`config.mk`:
```
export PLATFORM = sky130hd
export DESIGN_NAME = key_short_long_press_tracker
export DESIGN_NICKNAME = d
export VERILOG_FILES = /design/src/rtl/kspt_pkg.sv /design/src/rtl/key_short_long_press_tracker.sv
export VERILOG_INCLUDE_DIRS = /design/src /design/src/rtl
export SDC_FILE = /design/constraint.sdc
export NUM_CORES = 1
export LEC_CHECK = 0
export BUFFER_PORTS_ARGS = -buffer_cell sky130_fd_sc_hd__buf_2
export CAP_MARGIN = 20
export CORE_MARGIN = 3
export CORE_UTILIZATION = 65
export CTS_CLUSTER_SIZE = 12
export DETAILED_ROUTE_END_ITERATION = 8
export PLACE_DENSITY_LB_ADDON = 0.25
export SETUP_SLACK_MARGIN = 0.3
export SKIP_LAST_GASP = 1
export SLEW_MARGIN = 30
export SYNTH_ARGS = -nofsm -noshare
export SYNTH_HDL_FRONTEND = slang
export SYNTH_SLANG_ARGS = --single-unit
```
`constraint.sdc`:
```
create_clock -name i_clk -period 12.8 [get_ports i_clk]
set_clock_uncertainty 0.2 [all_clocks]
set_input_delay 0.64 -clock i_clk [delete_from_list [all_inputs] [get_ports i_clk]]
set_output_delay 0.64 -clock i_clk [all_outputs]
set_load 0.03 [all_outputs]
```
`src/rtl/key_short_long_press_tracker_defines.svh`:
```
// assertion macros used by the tracker module
`ifndef KEY_SHORT_LONG_PRESS_TRACKER_DEFINES_SVH
`define KEY_SHORT_LONG_PRESS_TRACKER_DEFINES_SVH

`ifndef ASSERT_OFF
// same-cycle implication, checked on every clock edge outside reset
`define KSPT_ASSERT_SAME(label, clk, rst_n, ante, cons) \
    label: assert property (@(posedge clk) disable iff (!rst_n) (ante) |-> (cons)) \
        else $error("key tracker check failed");
// next-cycle implication
`define KSPT_ASSERT_NEXT(label, clk, rst_n, ante, cons) \
    label: assert property (@(posedge clk) disable iff (!rst_n) (ante) |=> (cons)) \
        else $error("key tracker check failed");
`else
`define KSPT_ASSERT_SAME(label, clk, rst_n, ante, cons)
`define KSPT_ASSERT_NEXT(label, clk, rst_n, ante, cons)
`endif

`endif

```
`src/rtl/kspt_pkg.sv`:
```
package kspt_pkg;

    localparam int NUM_KEYS_DEF = 16;
    localparam int KEY_W        = 4;
    localparam int TIME_W       = 32;
    localparam int THR_W        = 16;

    localparam logic [THR_W-1:0] LONG_PRESS_RST = 16'd2000;

    typedef enum logic [1:0] {
        KS_RELEASED = 2'd0,
        KS_PRESSED  = 2'd1,
        KS_SHORT    = 2'd2,
        KS_LONG     = 2'd3
    } t_key_state;

    typedef struct packed {
        t_key_state              st;
        logic [TIME_W-1:0]       start_ms;
    } t_entry;

endpackage

```
`src/rtl/key_short_long_press_tracker.sv`:
```
// channel   | direction | handshake            | payload
// ----------+-----------+----------------------+-------------------------------------
// sample    | in        | start, busy          | i_key_index, i_pressed, i_now_ms
// result    | out       | o_valid (strobe)     | o_key_id, o_key_state
// config    | in        | i_cfg_wr_en          | i_cfg_wr_data (long_press_ms)
//
// one sample per cycle; its result strobe rises at the edge after the accepting edge
// the accepting edge reads the key table memory, the next edge writes it back
// a write-back is forwarded to the following sample, so busy stays low
// reset is synchronous; per-key valid bits make every entry read as released
// the receiver cannot stall: each result is shown for exactly one cycle
module key_short_long_press_tracker #(
    parameter int NUM_KEYS = kspt_pkg::NUM_KEYS_DEF
) (
    input  logic                        i_clk,
    input  logic                        i_rst_n,
    input  logic                        start,
    output logic                        busy,
    input  logic [kspt_pkg::KEY_W-1:0]  i_key_index,
    input  logic                        i_pressed,
    input  logic [kspt_pkg::TIME_W-1:0] i_now_ms,
    input  logic                        i_cfg_wr_en,
    input  logic [kspt_pkg::THR_W-1:0]  i_cfg_wr_data,
    output logic                        o_valid,
    output logic [kspt_pkg::KEY_W-1:0]  o_key_id,
    output logic [1:0]                  o_key_state
);
    import kspt_pkg::*;

`include "key_short_long_press_tracker_defines.svh"

    localparam int AW = (NUM_KEYS > 1) ? $clog2(NUM_KEYS) : 1;

    // key table
    t_entry                  mem [NUM_KEYS];
    logic [NUM_KEYS-1:0]     r_ent_vld;

    logic                    accept;
    logic                    in_range;
    logic [AW-1:0]           rd_addr;

    logic [THR_W-1:0]        r_thr;

    // read stage
    logic                    r_s1_vld;
    logic                    r_s1_inr;
    logic [AW-1:0]           r_s1_addr;
    logic [KEY_W-1:0]        r_s1_key;
    logic                    r_s1_pressed;
    logic [TIME_W-1:0]       r_s1_now;
    t_entry                  r_rd;
    logic                    r_rd_vld;

    // write-back forwarding
    logic                    r_fw_vld;
    logic [AW-1:0]           r_fw_addr;
    t_entry                  r_fw_entry;

    t_entry                  cur;
    t_entry                  n_entry;
    logic [TIME_W-1:0]       elapsed;
    logic                    wr_en;

    assign busy     = 1'b0;
    assign accept   = start && !busy;
    assign in_range = (32'(i_key_index) < NUM_KEYS);
    assign rd_addr  = AW'(i_key_index);

    always_ff @(posedge i_clk) begin
        if (!i_rst_n) begin
            r_thr <= LONG_PRESS_RST;
        end else if (i_cfg_wr_en) begin
            r_thr <= i_cfg_wr_data;
        end
    end

    always_ff @(posedge i_clk) begin
        if (!i_rst_n) begin
            r_s1_vld <= 1'b0;
        end else begin
            r_s1_vld <= accept;
        end
    end

    always_ff @(posedge i_clk) begin
        if (accept) begin
            r_s1_inr     <= in_range;
            r_s1_addr    <= rd_addr;
            r_s1_key     <= i_key_index;
            r_s1_pressed <= i_pressed;
            r_s1_now     <= i_now_ms;
        end
    end

    // synchronous read: the entry is registered on the accepting edge
    always_ff @(posedge i_clk) begin
        if (accept && in_range) begin
            r_rd     <= mem[rd_addr];
            r_rd_vld <= r_ent_vld[rd_addr];
        end
    end

    always_ff @(posedge i_clk) begin
        if (wr_en) begin
            mem[r_s1_addr] <= n_entry;
        end
    end

    always_ff @(posedge i_clk) begin
        if (!i_rst_n) begin
            r_ent_vld <= '0;
        end else if (wr_en) begin
            r_ent_vld[r_s1_addr] <= 1'b1;
        end
    end

    always_ff @(posedge i_clk) begin
        if (!i_rst_n) begin
            r_fw_vld <= 1'b0;
        end else begin
            r_fw_vld <= wr_en;
        end
    end

    always_ff @(posedge i_clk) begin
        if (wr_en) begin
            r_fw_addr  <= r_s1_addr;
            r_fw_entry <= n_entry;
        end
    end

    assign wr_en = r_s1_vld && r_s1_inr;

    // the previous write-back landed on the same edge as this read
    always_comb begin
        if (r_fw_vld && (r_fw_addr == r_s1_addr)) begin
            cur = r_fw_entry;
        end else if (r_rd_vld) begin
            cur = r_rd;
        end else begin
            cur = '{st: KS_RELEASED, start_ms: '0};
        end
    end

    assign elapsed = r_s1_now - cur.start_ms;

    always_comb begin
        n_entry = cur;
        case (cur.st)
            KS_RELEASED: begin
                if (r_s1_pressed) begin
                    n_entry.st       = KS_PRESSED;
                    n_entry.start_ms = r_s1_now;
                end
            end
            KS_PRESSED: begin
                if (!r_s1_pressed) begin
                    n_entry.st = (elapsed < {{(TIME_W-THR_W){1'b0}}, r_thr}) ?
                                 KS_SHORT : KS_LONG;
                end
            end
            default: begin
                // short or long: a new press also covers a missed release
                if (r_s1_pressed) begin
                    n_entry.st       = KS_PRESSED;
                    n_entry.start_ms = r_s1_now;
                end else begin
                    n_entry.st       = KS_RELEASED;
                    n_entry.start_ms = '0;
                end
            end
        endcase
    end

    always_ff @(posedge i_clk) begin
        if (!i_rst_n) begin
            o_valid <= 1'b0;
        end else begin
            o_valid <= r_s1_vld;
        end
    end

    always_ff @(posedge i_clk) begin
        if (r_s1_vld) begin
            o_key_id    <= r_s1_key;
            o_key_state <= r_s1_inr ? n_entry.st : KS_RELEASED;
        end
    end

    `KSPT_ASSERT_NEXT(a_result_follows, i_clk, i_rst_n, accept, r_s1_vld)
    `KSPT_ASSERT_NEXT(a_oor_released, i_clk, i_rst_n, r_s1_vld && !r_s1_inr,
                      o_key_state == KS_RELEASED)
    `KSPT_ASSERT_NEXT(a_release_classified, i_clk, i_rst_n,
                      wr_en && (cur.st == KS_PRESSED) && !r_s1_pressed,
                      (o_key_state == KS_SHORT) || (o_key_state == KS_LONG))
    `KSPT_ASSERT_SAME(a_fw_only_after_write, i_clk, i_rst_n, r_fw_vld, $past(wr_en))

endmodule
```
Yosys cells after proc, flatten, opt, wreduce, memory -nomap -nowiden
Memory sizes are Yosys's and may differ from the RTL's. A register that Yosys moved wholly into a read port is not among the register bits.
Cells that the tools add are included.
- output and inout bits: 8
- RAM bits: 544
- memories kept: 1
- word-level logic and storage cells: 37
- input bits: 57
- flip-flop bits (word level): 110
- memory list (memory ; words ; width ; read ports ; clocked after memory_dff ; wr ports ; RTL line ; source):
    mem ; 16 ; 34 ; 1 ; 1 ; 1 ; key_short_long_press_tracker.sv:35 ; t_entry mem [NUM_KEYS];
- add/subtract/negate cells: 1
- equality and inequality tests: 2
- order comparisons: 4
- multiplexer cells: 14
- bitwise logic cells: 1
- reductions and logical operators: 3
- operators by type and width (kind ; count):
    two-way mux 34 bit ; 3
    one-hot mux 32 bit (2 select lines) ; 1
    two-way mux 33 bit ; 1
    < comparator 32 x 16 -> 1 bit ; 1
    subtractor 32 bit ; 1
    OR 16 bit ; 1
    < comparator 4 x 5 -> 1 bit (second input constant) ; 2
    two-way mux 1 bit ; 5
    binary-select mux 1 bit (select 4 bit) ; 1
    demux 1 bit (select 4 bit) ; 1
    equality test 4 bit ; 1
    greater-or-equal comparator 4 x 1 -> 1 bit (second input constant) ; 1
    one-hot mux 2 bit (2 select lines) ; 1
    equality test 2 x 1 -> 1 bit (second input constant) ; 1
    logical AND 1 bit ; 2
    zero test 2 bit ; 1
    two-way mux 2 bit ; 1

Longest topological paths before layout
Gate-level depths: netlist of run 1.
- depth after elaboration: 8
- mapped depth: 26
- gate-level depth less buffers: 24

Worst setup path after synthesis of run 1
OpenSTA, ideal clock, no wires.
- kind: reg-to-reg
- start: register r_fw_addr[1]
- end: memory mem[0][32] (netlist name) (data pin)
- buffers on the path: 2
- arrival: 5.106 ns
- cell stages (with the launch flop): 24
- clock period less this slack: 5.636 ns
- library setup time: 0.330 ns
- data required time: 12.270 ns
- slack: 7.164 ns
- cell sequence: edfxtp_1 xor2_1 nor3_2 and3_1 buf_2 buf_1 a21oi_1 ha_1 a21oi_1 o21ai_1 or3_4 o2111ai_4 nand2_1 xor2_1 ha_1 and3_1 o21ai_0 o311ai_0 nor3_1 nand4b_1 a2111oi_0 nand4_2 nor4_1 a21oi_1
- RTL lines (item ; RTL line ; source):
    start, declared ; key_short_long_press_tracker.sv:56 ; logic [AW-1:0] r_fw_addr;
    start signal, assigned ; key_short_long_press_tracker.sv:127 ; r_fw_addr <= r_s1_addr;
    end, declared ; key_short_long_press_tracker.sv:35 ;

==> results of run 1 <==
stage by stage:
stage               hold WS (ns)  std cells  total power [mW]  setup slack (ns)  area (um2)
floorplan                  0.221       1508              2.92              7.16       28300
global placement           0.240       2116              3.06              6.40       29500
detailed placement         0.250       2116              3.07              5.90       29500
CTS                    0.0000874       2226              4.86              5.92       31500
global route              0.0110       2226              4.99              5.49       31600
finish                    0.0227       2226              4.85              5.91       31600
layout make-up:
class | instances | area, um2
repair buffers | 115 | 747
well taps | 577 | 722
clock inverters | 12 | 50.0
flip-flops and latches | 688 | 20300
inverters | 33 | 124
multi-input cells | 709 | 7690
fillers | 2439 | 10800
clock buffers | 92 | 1910
critical path, delay by kind of cell (launching register included):
family	cells	cell delay, ns
AOI/OAI and AO/OA	8	1.86
DFF	1	0.56
and+or+nand+nor	10	2.90
xor gates and xnor gates	2	0.40
adders and majority gates	2	0.66
kinds of logic after synthesis:
family,after synthesis,share of synthesized area
flip-flops,688,0.719
AND/OR/NAND/NOR,235,0.0425
AO/OA/AOI/OAI,216,0.0507
multiplexers,188,0.144
buffers and inverters,111,0.0158
adder cells (fa/ha/maj),47,0.0211
XOR/XNOR,22,0.00682
other,1,0.000133
metal layers:
metal	up-vias	wire length, um
met5	-	0
li1	6353	-
met4	0	2010
met3	153	6860
met2	833	33100
met1	7901	26600
flip-flops by register name, indices dropped and copies added (netlist names):
signal        count
mem             544
o_key_state       2
o_valid           1
r_ent_vld        16
r_fw_addr         4
r_fw_entry       32
r_rd             34
r_rd_vld          1
r_s1_key          4
r_s1_now         32
r_s1_pressed      1
r_s1_vld          1
r_thr            16
cell usage in the layout, fill, tap and decap left out, types with 10 or more instances in the layout:
cell / Yosys / routed
edfxtp_1: 654 / 654
mux4_2: 175 / 175
clkbuf_16: 0 / 73
nand2_1: 69 / 69
a21oi_1: 64 / 63
buf_2: 13 / 60
ha_1: 46 / 46
buf_4: 4 / 45
and3_1: 37 / 37
o21ai_0: 43 / 34
inv_1: 33 / 33
dfxtp_1: 34 / 33
nand3_1: 21 / 21
nor2_1: 34 / 21
o21a_1: 20 / 20
clkbuf_1: 43 / 18
o21ai_2: 1 / 17
nor2b_1: 15 / 15
xnor2_1: 14 / 14
nor3_1: 16 / 12
o211ai_1: 12 / 12
nor2_4: 0 / 12
mux2i_1: 11 / 11
nand4_1: 10 / 10
report_power, final:
part	switching [mW]	internal, mW	total (mW)
sequential	0.0261	2.55	2.58
clock	0.777	1.03	1.81
combinational	0.285	0.173	0.458
how the worst min path moves through the flow:
stage | from | end | slack [ns] | cells after the start
global route | i_now_ms[1] | r_s1_now[1] | 0.01 | 1
global placement | r_ent_vld[14] | r_ent_vld[14] | 0.24 | 1
finish | i_now_ms[9] | r_s1_now[9] | 0.02 | 1
floorplan | r_s1_key[0] | r_fw_addr[0] | 0.22 | 0
CTS | i_now_ms[9] | r_s1_now[9] | 0.00009 | 1
detailed placement | r_ent_vld[7] | r_ent_vld[7] | 0.25 | 1
==> out/summary.txt, run 1 <==
antenna violations before repair -> 0
worst r2r src -> r_s1_key[1]
hold crit path type -> input pin to flop
synth top area cells -> edfxtp_1 69%, mux4_2 14%, dfxtp_1 2.4%
DRT antenna net count -> 0
Port Buffer Count -> 63
R2R depth -> 22
final net count -> 1,721
Die Height -> 215 um
most frequent cell after synthesis -> edfxtp_1
CTS tree -> built
crit-path cells -> xor2_1 -> nor3_2 -> nand3_1 -> and3_1 -> a21oi_1 -> ha_1 -> a21oi_1 -> o21ai_1 -> or3_4 -> o2111ai_4 -> nand2_1 -> xor2_1 -> ha_1 -> and3_1 -> o21ai_0 -> o311ai_0 -> nor3_1 -> nand4b_1 -> a2111oi_0 -> nand4_2 -> nor4_1 -> a21oi_2
TritonCTS sink count -> 688
period utilization -> 0.539
Reg clk slew, reported paths -> 0.06 ns
Placeable Area -> 0.0424 mm2
peak supply drop -> 0.128 mV
post-cts resize count -> 0
Worst R2R End -> mem[11][32]
Unique masters post-synth -> 75
leading area contributor after synthesis -> edfxtp_1
Crit path required time -> 12.88 ns
area delta synth->final -> 11.7%
GRT busiest layer -> met2
Starting Density -> 0.666
GPL Wtd Cong -> 0.939
ant diodes -> 0
net count after synthesis -> 1,612
num rows -> 75
Post-synth EDFFs -> 654
first-pass GRT wire length -> 101,000 um
Main synth FF type -> edfxtp_1
PD cells -> 154 mW/mm2
Post-synth ARST share -> 0
DIE AREA -> 0.0460 mm2
Slew Limit Headroom -> 0.345
final number of hold-violating endpoints -> 0
Final min period -> 6.89 ns
Avg WL per Cell -> 30.8 um
largest net degree at the start of global routing -> 88
H-Tree Depth -> 3
die span in x -> 215 um
Num CTS Buffers -> 70
status -> completed
Worst Max-Slew Pin Slew -> 0.983 ns
cell at the root of the clock tree -> clkbuf_16
Detailed Routing Iterations Pass 1 -> 6
syn_area_per_cell -> 18.7 um2
max-slew violations -> 0
DRC -> 0
DPL Wire Length -> 37,700 um
Worst Setup Start Kind -> flop
GRT overflow -> 0
sequential area share after synthesis -> 0.719
MaxCap Viol Count -> 0
Achievable Freq -> 0.145 GHz
Cells after Synth -> 1,508
routing usage on met3 -> 0.0686
GR Layer Usage met2 -> 0.474
number of global-route vias before repair -> 15,308
CP Capture Type -> flop
IO Pins -> 65
Synth top area share -> 0.695
reg2reg setup slack -> 5.91 ns
synthesized area -> 0.0283 mm2
Post-synth top cells -> 654 x edfxtp_1, 175 x mux4_2, 69 x nand2_1
Via density -> 6.85
total setup buffers inserted after CTS -> 0
Iter 0 DRT Violations -> 1,887
slowest CP cell -> nand3_1
CP Max Fanout -> 17
RSZ-0062 raised after global routing -> false
crit path kind -> flop to flop
Ys Warns -> 0
CTS Hold Bufs -> 6
via count -> 15,240
TNS Setup -> 0 ns
met1 Use GR -> 0.443
max incr delay on CP -> 0.58 ns
CTS max path bufs -> 3
Yosys reg bits -> 688
share of layout cells above drive strength 1 -> 0.255
end point of the critical path -> mem[11][32]
CP startpoint -> r_s1_key[1]
Skew-Pair Late Insertion Delay -> 0.60 ns
Final Setup Violations -> 0
Post-Route WL -> 68,500 um
fin util -> 0.744
leakage -> 10.5 nW
CP arrival -> 6.97 ns
total track usage -> 0.304
(Power assumes the default switching activity.)
==> run 2: changes to the inputs <==
CORE_UTILIZATION = 62   (was 65)
clock period = 6.8 ns   (was 12.8 ns; I/O delays follow)
==> run 2 against run 1 <==
Register-to-register slack got worse by 5.1 ns; combinational power grew 94%; worst setup slack lost 5.1 ns; sequential power up 88%; critical endpoint is now mem[1][32].
==> out/summary.txt, run 2 (same netlist as run 1, synthesis figures left out) <==
num rows -> 77
CP Max Fanout -> 17
Slew Limit Headroom -> 0.389
cell at the root of the clock tree -> clkbuf_16
PD cells -> 284 mW/mm2
DPL Wire Length -> 38,100 um
Sequential Area -> 0.0203 mm2
Switch Pwr -> 2.04 mW
number of flip-flops in the largest register -> 544
Post-Route WL -> 67,300 um
Int Pwr -> 7.06 mW
CTS max path bufs -> 3
Cell Area, Placed -> 0.0296 mm2
GRT busiest layer -> met2
Detailed Routing Iterations Pass 1 -> 5
commonest non-fill, non-tap cells in the layout -> 654 x edfxtp_1, 175 x mux4_2, 72 x clkbuf_16
CP Capture Type -> flop
Skew-Pair Late Insertion Delay -> 0.60 ns
Final Setup Violations -> 0
sw frac -> 0.224
DRT antenna net count -> 0
status -> completed
final number of hold-violating endpoints -> 0
TritonCTS sink count -> 688
post-route cell area -> 0.0321 mm2
Worst Setup Start Kind -> flop
GR Layer Usage met2 -> 0.455
clock share of power -> 0.370
antenna violations before repair -> 0
Fillers -> 2,605
die span in x -> 220 um
multi-input logic area -> 0.00771 mm2
Final min period -> 6.04 ns
first-pass GRT wire length -> 99,600 um
crit path kind -> flop to flop
hold crit path type -> input pin to flop
largest net degree at the start of global routing -> 75
RSZ-0062 raised after global routing -> false
routing usage on met3 -> 0.0478
total power -> 9.11 mW
H-Tree Depth -> 3
share of layout cells above drive strength 1 -> 0.252
Worst Max-Slew Pin Slew -> 0.915 ns
Reg clk slew, reported paths -> 0.06 ns
MaxCap Viol Count -> 0
Num CTS Buffers -> 70
top flop regs -> mem x544, r_rd x34
most common cell after layout, fill and taps aside -> edfxtp_1
number of global-route vias before repair -> 15,358
leakage -> 10.7 nW
Achievable Freq -> 0.166 GHz
GRT overflow -> 0
Placeable Area -> 0.0446 mm2
DIE AREA -> 0.0482 mm2
register with the most flip-flops -> mem
DRC -> 0
final net count -> 1,775
Seq pwr share -> 0.533
ant diodes -> 0
CP arrival -> 6.13 ns
TNS Setup -> 0 ns
period utilization -> 0.888
met1 Use GR -> 0.424
max-slew violations -> 0
pre-CTS setup slack -> 0.0733 ns
total track usage -> 0.289
Comb pwr share -> 0.098
Crit path required time -> 6.89 ns
Iter 0 DRT Violations -> 1,928
via count -> 15,332
Avg WL per Cell -> 29.3 um
setup ws final -> 0.759 ns
Die Height -> 220 um
area delta synth->final -> 13.6%
Via density -> 6.69
GPL Wtd Cong -> 0.942
peak supply drop -> 0.301 mV
IO Pins -> 65
CTS tree -> built
Starting Density -> 0.634
Port Buffer Count -> 63
-- run 2: changes by cell type in the layout (fill, tap and decap cells not counted), moves of 2 or more --
cell           delta
o21ai_0           +4
clkinv_2          -2
buf_4             +8
o21ai_2           -4
dlygate4sd3_1    +43
-- run 2: final timing paths --
kind | startpoint | endpoint | slack, ns | cells after the start
setup / recovery | r_s1_key[1] | mem[1][32] | 0.76 | 24
hold / removal | i_rst_n | r_thr[10] | 0.05 | 2
setup reg to reg | r_s1_key[1] | mem[1][32] | 0.76 | 24
hold reg to reg | r_ent_vld[2] | r_ent_vld[2] | 0.27 | 1
-- run 2: area by class of cell --
cell class | count | area share
Timing Repair Buffer | 169 | 0.0404
Clock buffer | 91 | 0.0583
Sequential cell | 688 | 0.633
Multi-Input combinational cell | 709 | 0.240
Tap cell | 592 | 0.0231
Clock inverter | 11 | 0.00167
Inverter | 33 | 0.00386
-- run 2: through the flow --
stage	hold slack (ns)	cells	utilization
final	0.0460	2293	0.720
after global routing	0.0867	2293	0.720
after CTS	0.0253	2290	0.718
after detailed placement	0.250	2139	0.663
after global placement	0.242	2138	0.662
after floorplan	0.221	1508	-
-- run 2: power groups by stage --
stage	combinational, mW	clock (mW)	sequential (mW)
6_report	0.889	3.37	4.85
5_1_grt	0.966	3.57	4.86
4_1_cts	0.871	3.42	4.85
3_5_place_dp	0.843	0	4.94
3_3_place_gp	0.821	0	4.94
2_1_floorplan	0.572	0	4.92
-- run 2: per-layer routing --
layer / share of wire / vias up
li1: - / 6472
met1: 0.39 / 7843
met2: 0.49 / 869
met3: 0.094 / 148
met4: 0.032 / 0
met5: 0 / -
-- run 2: timing repair --
item	4_1_cts	5_1_grt
hold buffers	49	0
resized for setup	2	7
hold endpoints to repair	49	0
gates cloned	0	0
buffers inserted	0	3
pin swaps	0	2
endpoints found under the setup margin	17	17
-- run 2: worst max-delay path: stages (launching register included) --
cell	delay [ns]
edfxtp_1	0.35
buf_4	0.18
xor2_1	0.17
nor3_2	0.26
buf_4	0.17
nand3_4	0.18
and3_1	0.27
a21oi_1	0.20
ha_1	0.36
a21oi_1	0.17
o21ai_1	0.09
or3_4	0.36
o2111ai_4	0.30
nand2_1	0.11
xor2_1	0.16
ha_1	0.29
and3_1	0.16
o21ai_0	0.19
o311ai_0	0.18
nor3_1	0.19
nand4b_1	0.15
a2111oi_2	0.38
nand4_2	0.19
nor4_4	0.35
a21oi_4	0.13
==> run 3: changes to the inputs <==
CORE_UTILIZATION = 56   (was 62)
clock period = 5.1 ns   (was 6.8 ns; I/O delays follow)
==> run 3 against run 2 <==
The run now ends with setup timing left; total power is 38% higher; utilization down 3.6 points; wire length increased by 4.8%; largest cell class unchanged; critical endpoint is now o_key_state[0].
==> out/summary.txt, run 3 (same netlist as run 1, synthesis figures left out) <==
status -> finished, violations left
failing checks -> setup timing
area delta synth->final -> 19.4%
most common cell after layout, fill and taps aside -> edfxtp_1
Via density -> 6.34
CTS max path bufs -> 3
MaxCap Viol Count -> 0
Starting Density -> 0.573
pre-CTS setup slack -> -0.458 ns
DRC -> 0
slowest CP cell -> edfxtp_1
crit path kind -> flop to flop
hold crit path type -> input pin to flop
TritonCTS sink count -> 688
max-slew violations -> 0
CP Max Fanout -> 8
Final Hold Slack -> 0.0357 ns
Worst Max-Slew Pin Slew -> 0.895 ns
register with the most flip-flops -> mem
Final min period -> 5.23 ns
most used cell, CP -> a21oi_4
CP arrival -> 5.36 ns
Placeable Area -> 0.0494 mm2
Fillers -> 3,146
multi-input logic area -> 0.00796 mm2
Achievable Freq -> 0.191 GHz
peak supply drop -> 0.293 mV
Slew Limit Headroom -> 0.402
leakage -> 11.4 nW
via count -> 15,854
ant diodes -> 0
cell at the root of the clock tree -> clkbuf_16
final net count -> 1,903
CP delay by family, top -> simple AND/OR/NAND/NOR gates
IO Pins -> 65
setup ws final -> -0.135 ns
Port Buffer Count -> 63
Post-Route WL -> 70,500 um
max incr delay on CP -> 0.41 ns
DRT antenna net count -> 0
Reg clk slew, reported paths -> 0.06 ns
DPL Wire Length -> 40,400 um
largest net degree at the start of global routing -> 57
CP Capture Type -> flop
number of global-route vias before repair -> 16,195
Crit path required time -> 5.23 ns
WP buf/inv -> 4
Skew-Pair Late Insertion Delay -> 0.61 ns
Iter 0 DRT Violations -> 1,519
GPL Wtd Cong -> 0.956
RSZ-0062 raised after global routing -> true
CTS tree -> built
Die Height -> 231 um
period utilization -> 1.03
Worst Setup Start Kind -> flop
DIE AREA -> 0.0532 mm2
num rows -> 81
antenna violations before repair -> 0
total track usage -> 0.273
Avg WL per Cell -> 28.2 um
final number of hold-violating endpoints -> 0
PD cells -> 372 mW/mm2
die span in x -> 231 um
Final Setup Violations -> 17
GRT overflow -> 0
commonest non-fill, non-tap cells in the layout -> 654 x edfxtp_1, 175 x mux4_2, 136 x buf_4
top flop regs -> mem x544, r_rd x34
Num CTS Buffers -> 71
TNS Setup -> -2.22 ns
share of layout cells above drive strength 1 -> 0.304
number of flip-flops in the largest register -> 544
Sequential Area -> 0.0203 mm2
H-Tree Depth -> 3
first-pass GRT wire length -> 106,000 um
Detailed Routing Iterations Pass 1 -> 5
run 3: changes by cell type in the layout (fill, tap and decap cells not counted), moves of 4 or more:
cell | previous run | this run
and3_1 | 37 | 31
buf_4 | 53 | 136
and3_4 | 0 | 6
a21oi_2 | 1 | 10
dlygate4sd3_1 | 49 | 83
a21oi_4 | 3 | 7
a21oi_1 | 63 | 52
buf_16 | 1 | 8
ha_1 | 46 | 42
run 3: layout make-up:
| cell class | instances | area share |
|---|---|---|
| inverter | 33 | 0.00367 |
| clock buffer | 93 | 0.0576 |
| sequential | 688 | 0.602 |
| multi-input combinational | 711 | 0.236 |
| tap | 664 | 0.0246 |
| timing repair buffer | 294 | 0.0733 |
| clock inverter | 17 | 0.00271 |
run 3: metal layers:
metal  share of wire  track usage  vias up
met2            0.49        0.441      703
met3           0.073       0.0540      130
li1                -            -     6746
met4           0.028       0.0790        0
met1            0.41        0.386     8275
met5               0            0        -
run 3: what timing repair did:
| action | CTS | global route |
|---|---|---|
| gates cloned | 2 | 0 |
| hold endpoints to repair | 103 | 0 |
| buffers inserted | 13 | 1 |
| endpoints found under the setup margin | 17 | 17 |
| resized for setup | 20 | 28 |
| pin swaps | 4 | 27 |
| hold buffers | 83 | 0 |
run 3: through the flow:
step,instances,cell area [um2],total power [mW],utilization
after global placement,2283,30200,7.78,0.613
after CTS,2499,33500,12.5,0.679
after detailed placement,2291,30500,7.81,0.617
after floorplan,1508,28300,7.33,-
final,2500,33700,12.5,0.684
after global routing,2500,33700,13.0,0.684
run 3: final timing paths:
check,from,to,slack (ns),cells past startpoint
min,i_key_index[2],r_s1_key[2],0.04,1
max reg2reg,r_s1_key[2],o_key_state[0],-0.13,26
max,r_s1_key[2],o_key_state[0],-0.13,26
min reg2reg,r_ent_vld[10],r_ent_vld[10],0.27,1
run 3: power by group:
group	total (mW)	internal [mW]	switching (mW)
registers	6.47	6.40	0.0626
logic	1.37	0.593	0.774
clock network	4.71	2.66	2.05
run 3: worst register-to-register path, cell delays in order, from the launching register on:
cell       delay, ns
edfxtp_1        0.41
xor2_1          0.19
nor3_2          0.27
buf_4           0.17
nand3_2         0.08
buf_6           0.16
buf_6           0.13
and3_4          0.18
a21oi_4         0.16
ha_4            0.23
a21o_1          0.18
a21oi_4         0.16
a21oi_4         0.10
o2111ai_4       0.24
nand2_2         0.08
xor2_1          0.14
ha_1            0.31
and3_4          0.17
o21ai_2         0.12
o311ai_2        0.11
nor3_2          0.18
nand4b_1        0.16
a2111oi_4       0.24
nand4_2         0.17
nor4_4          0.18
buf_6           0.16
a21oi_4         0.05
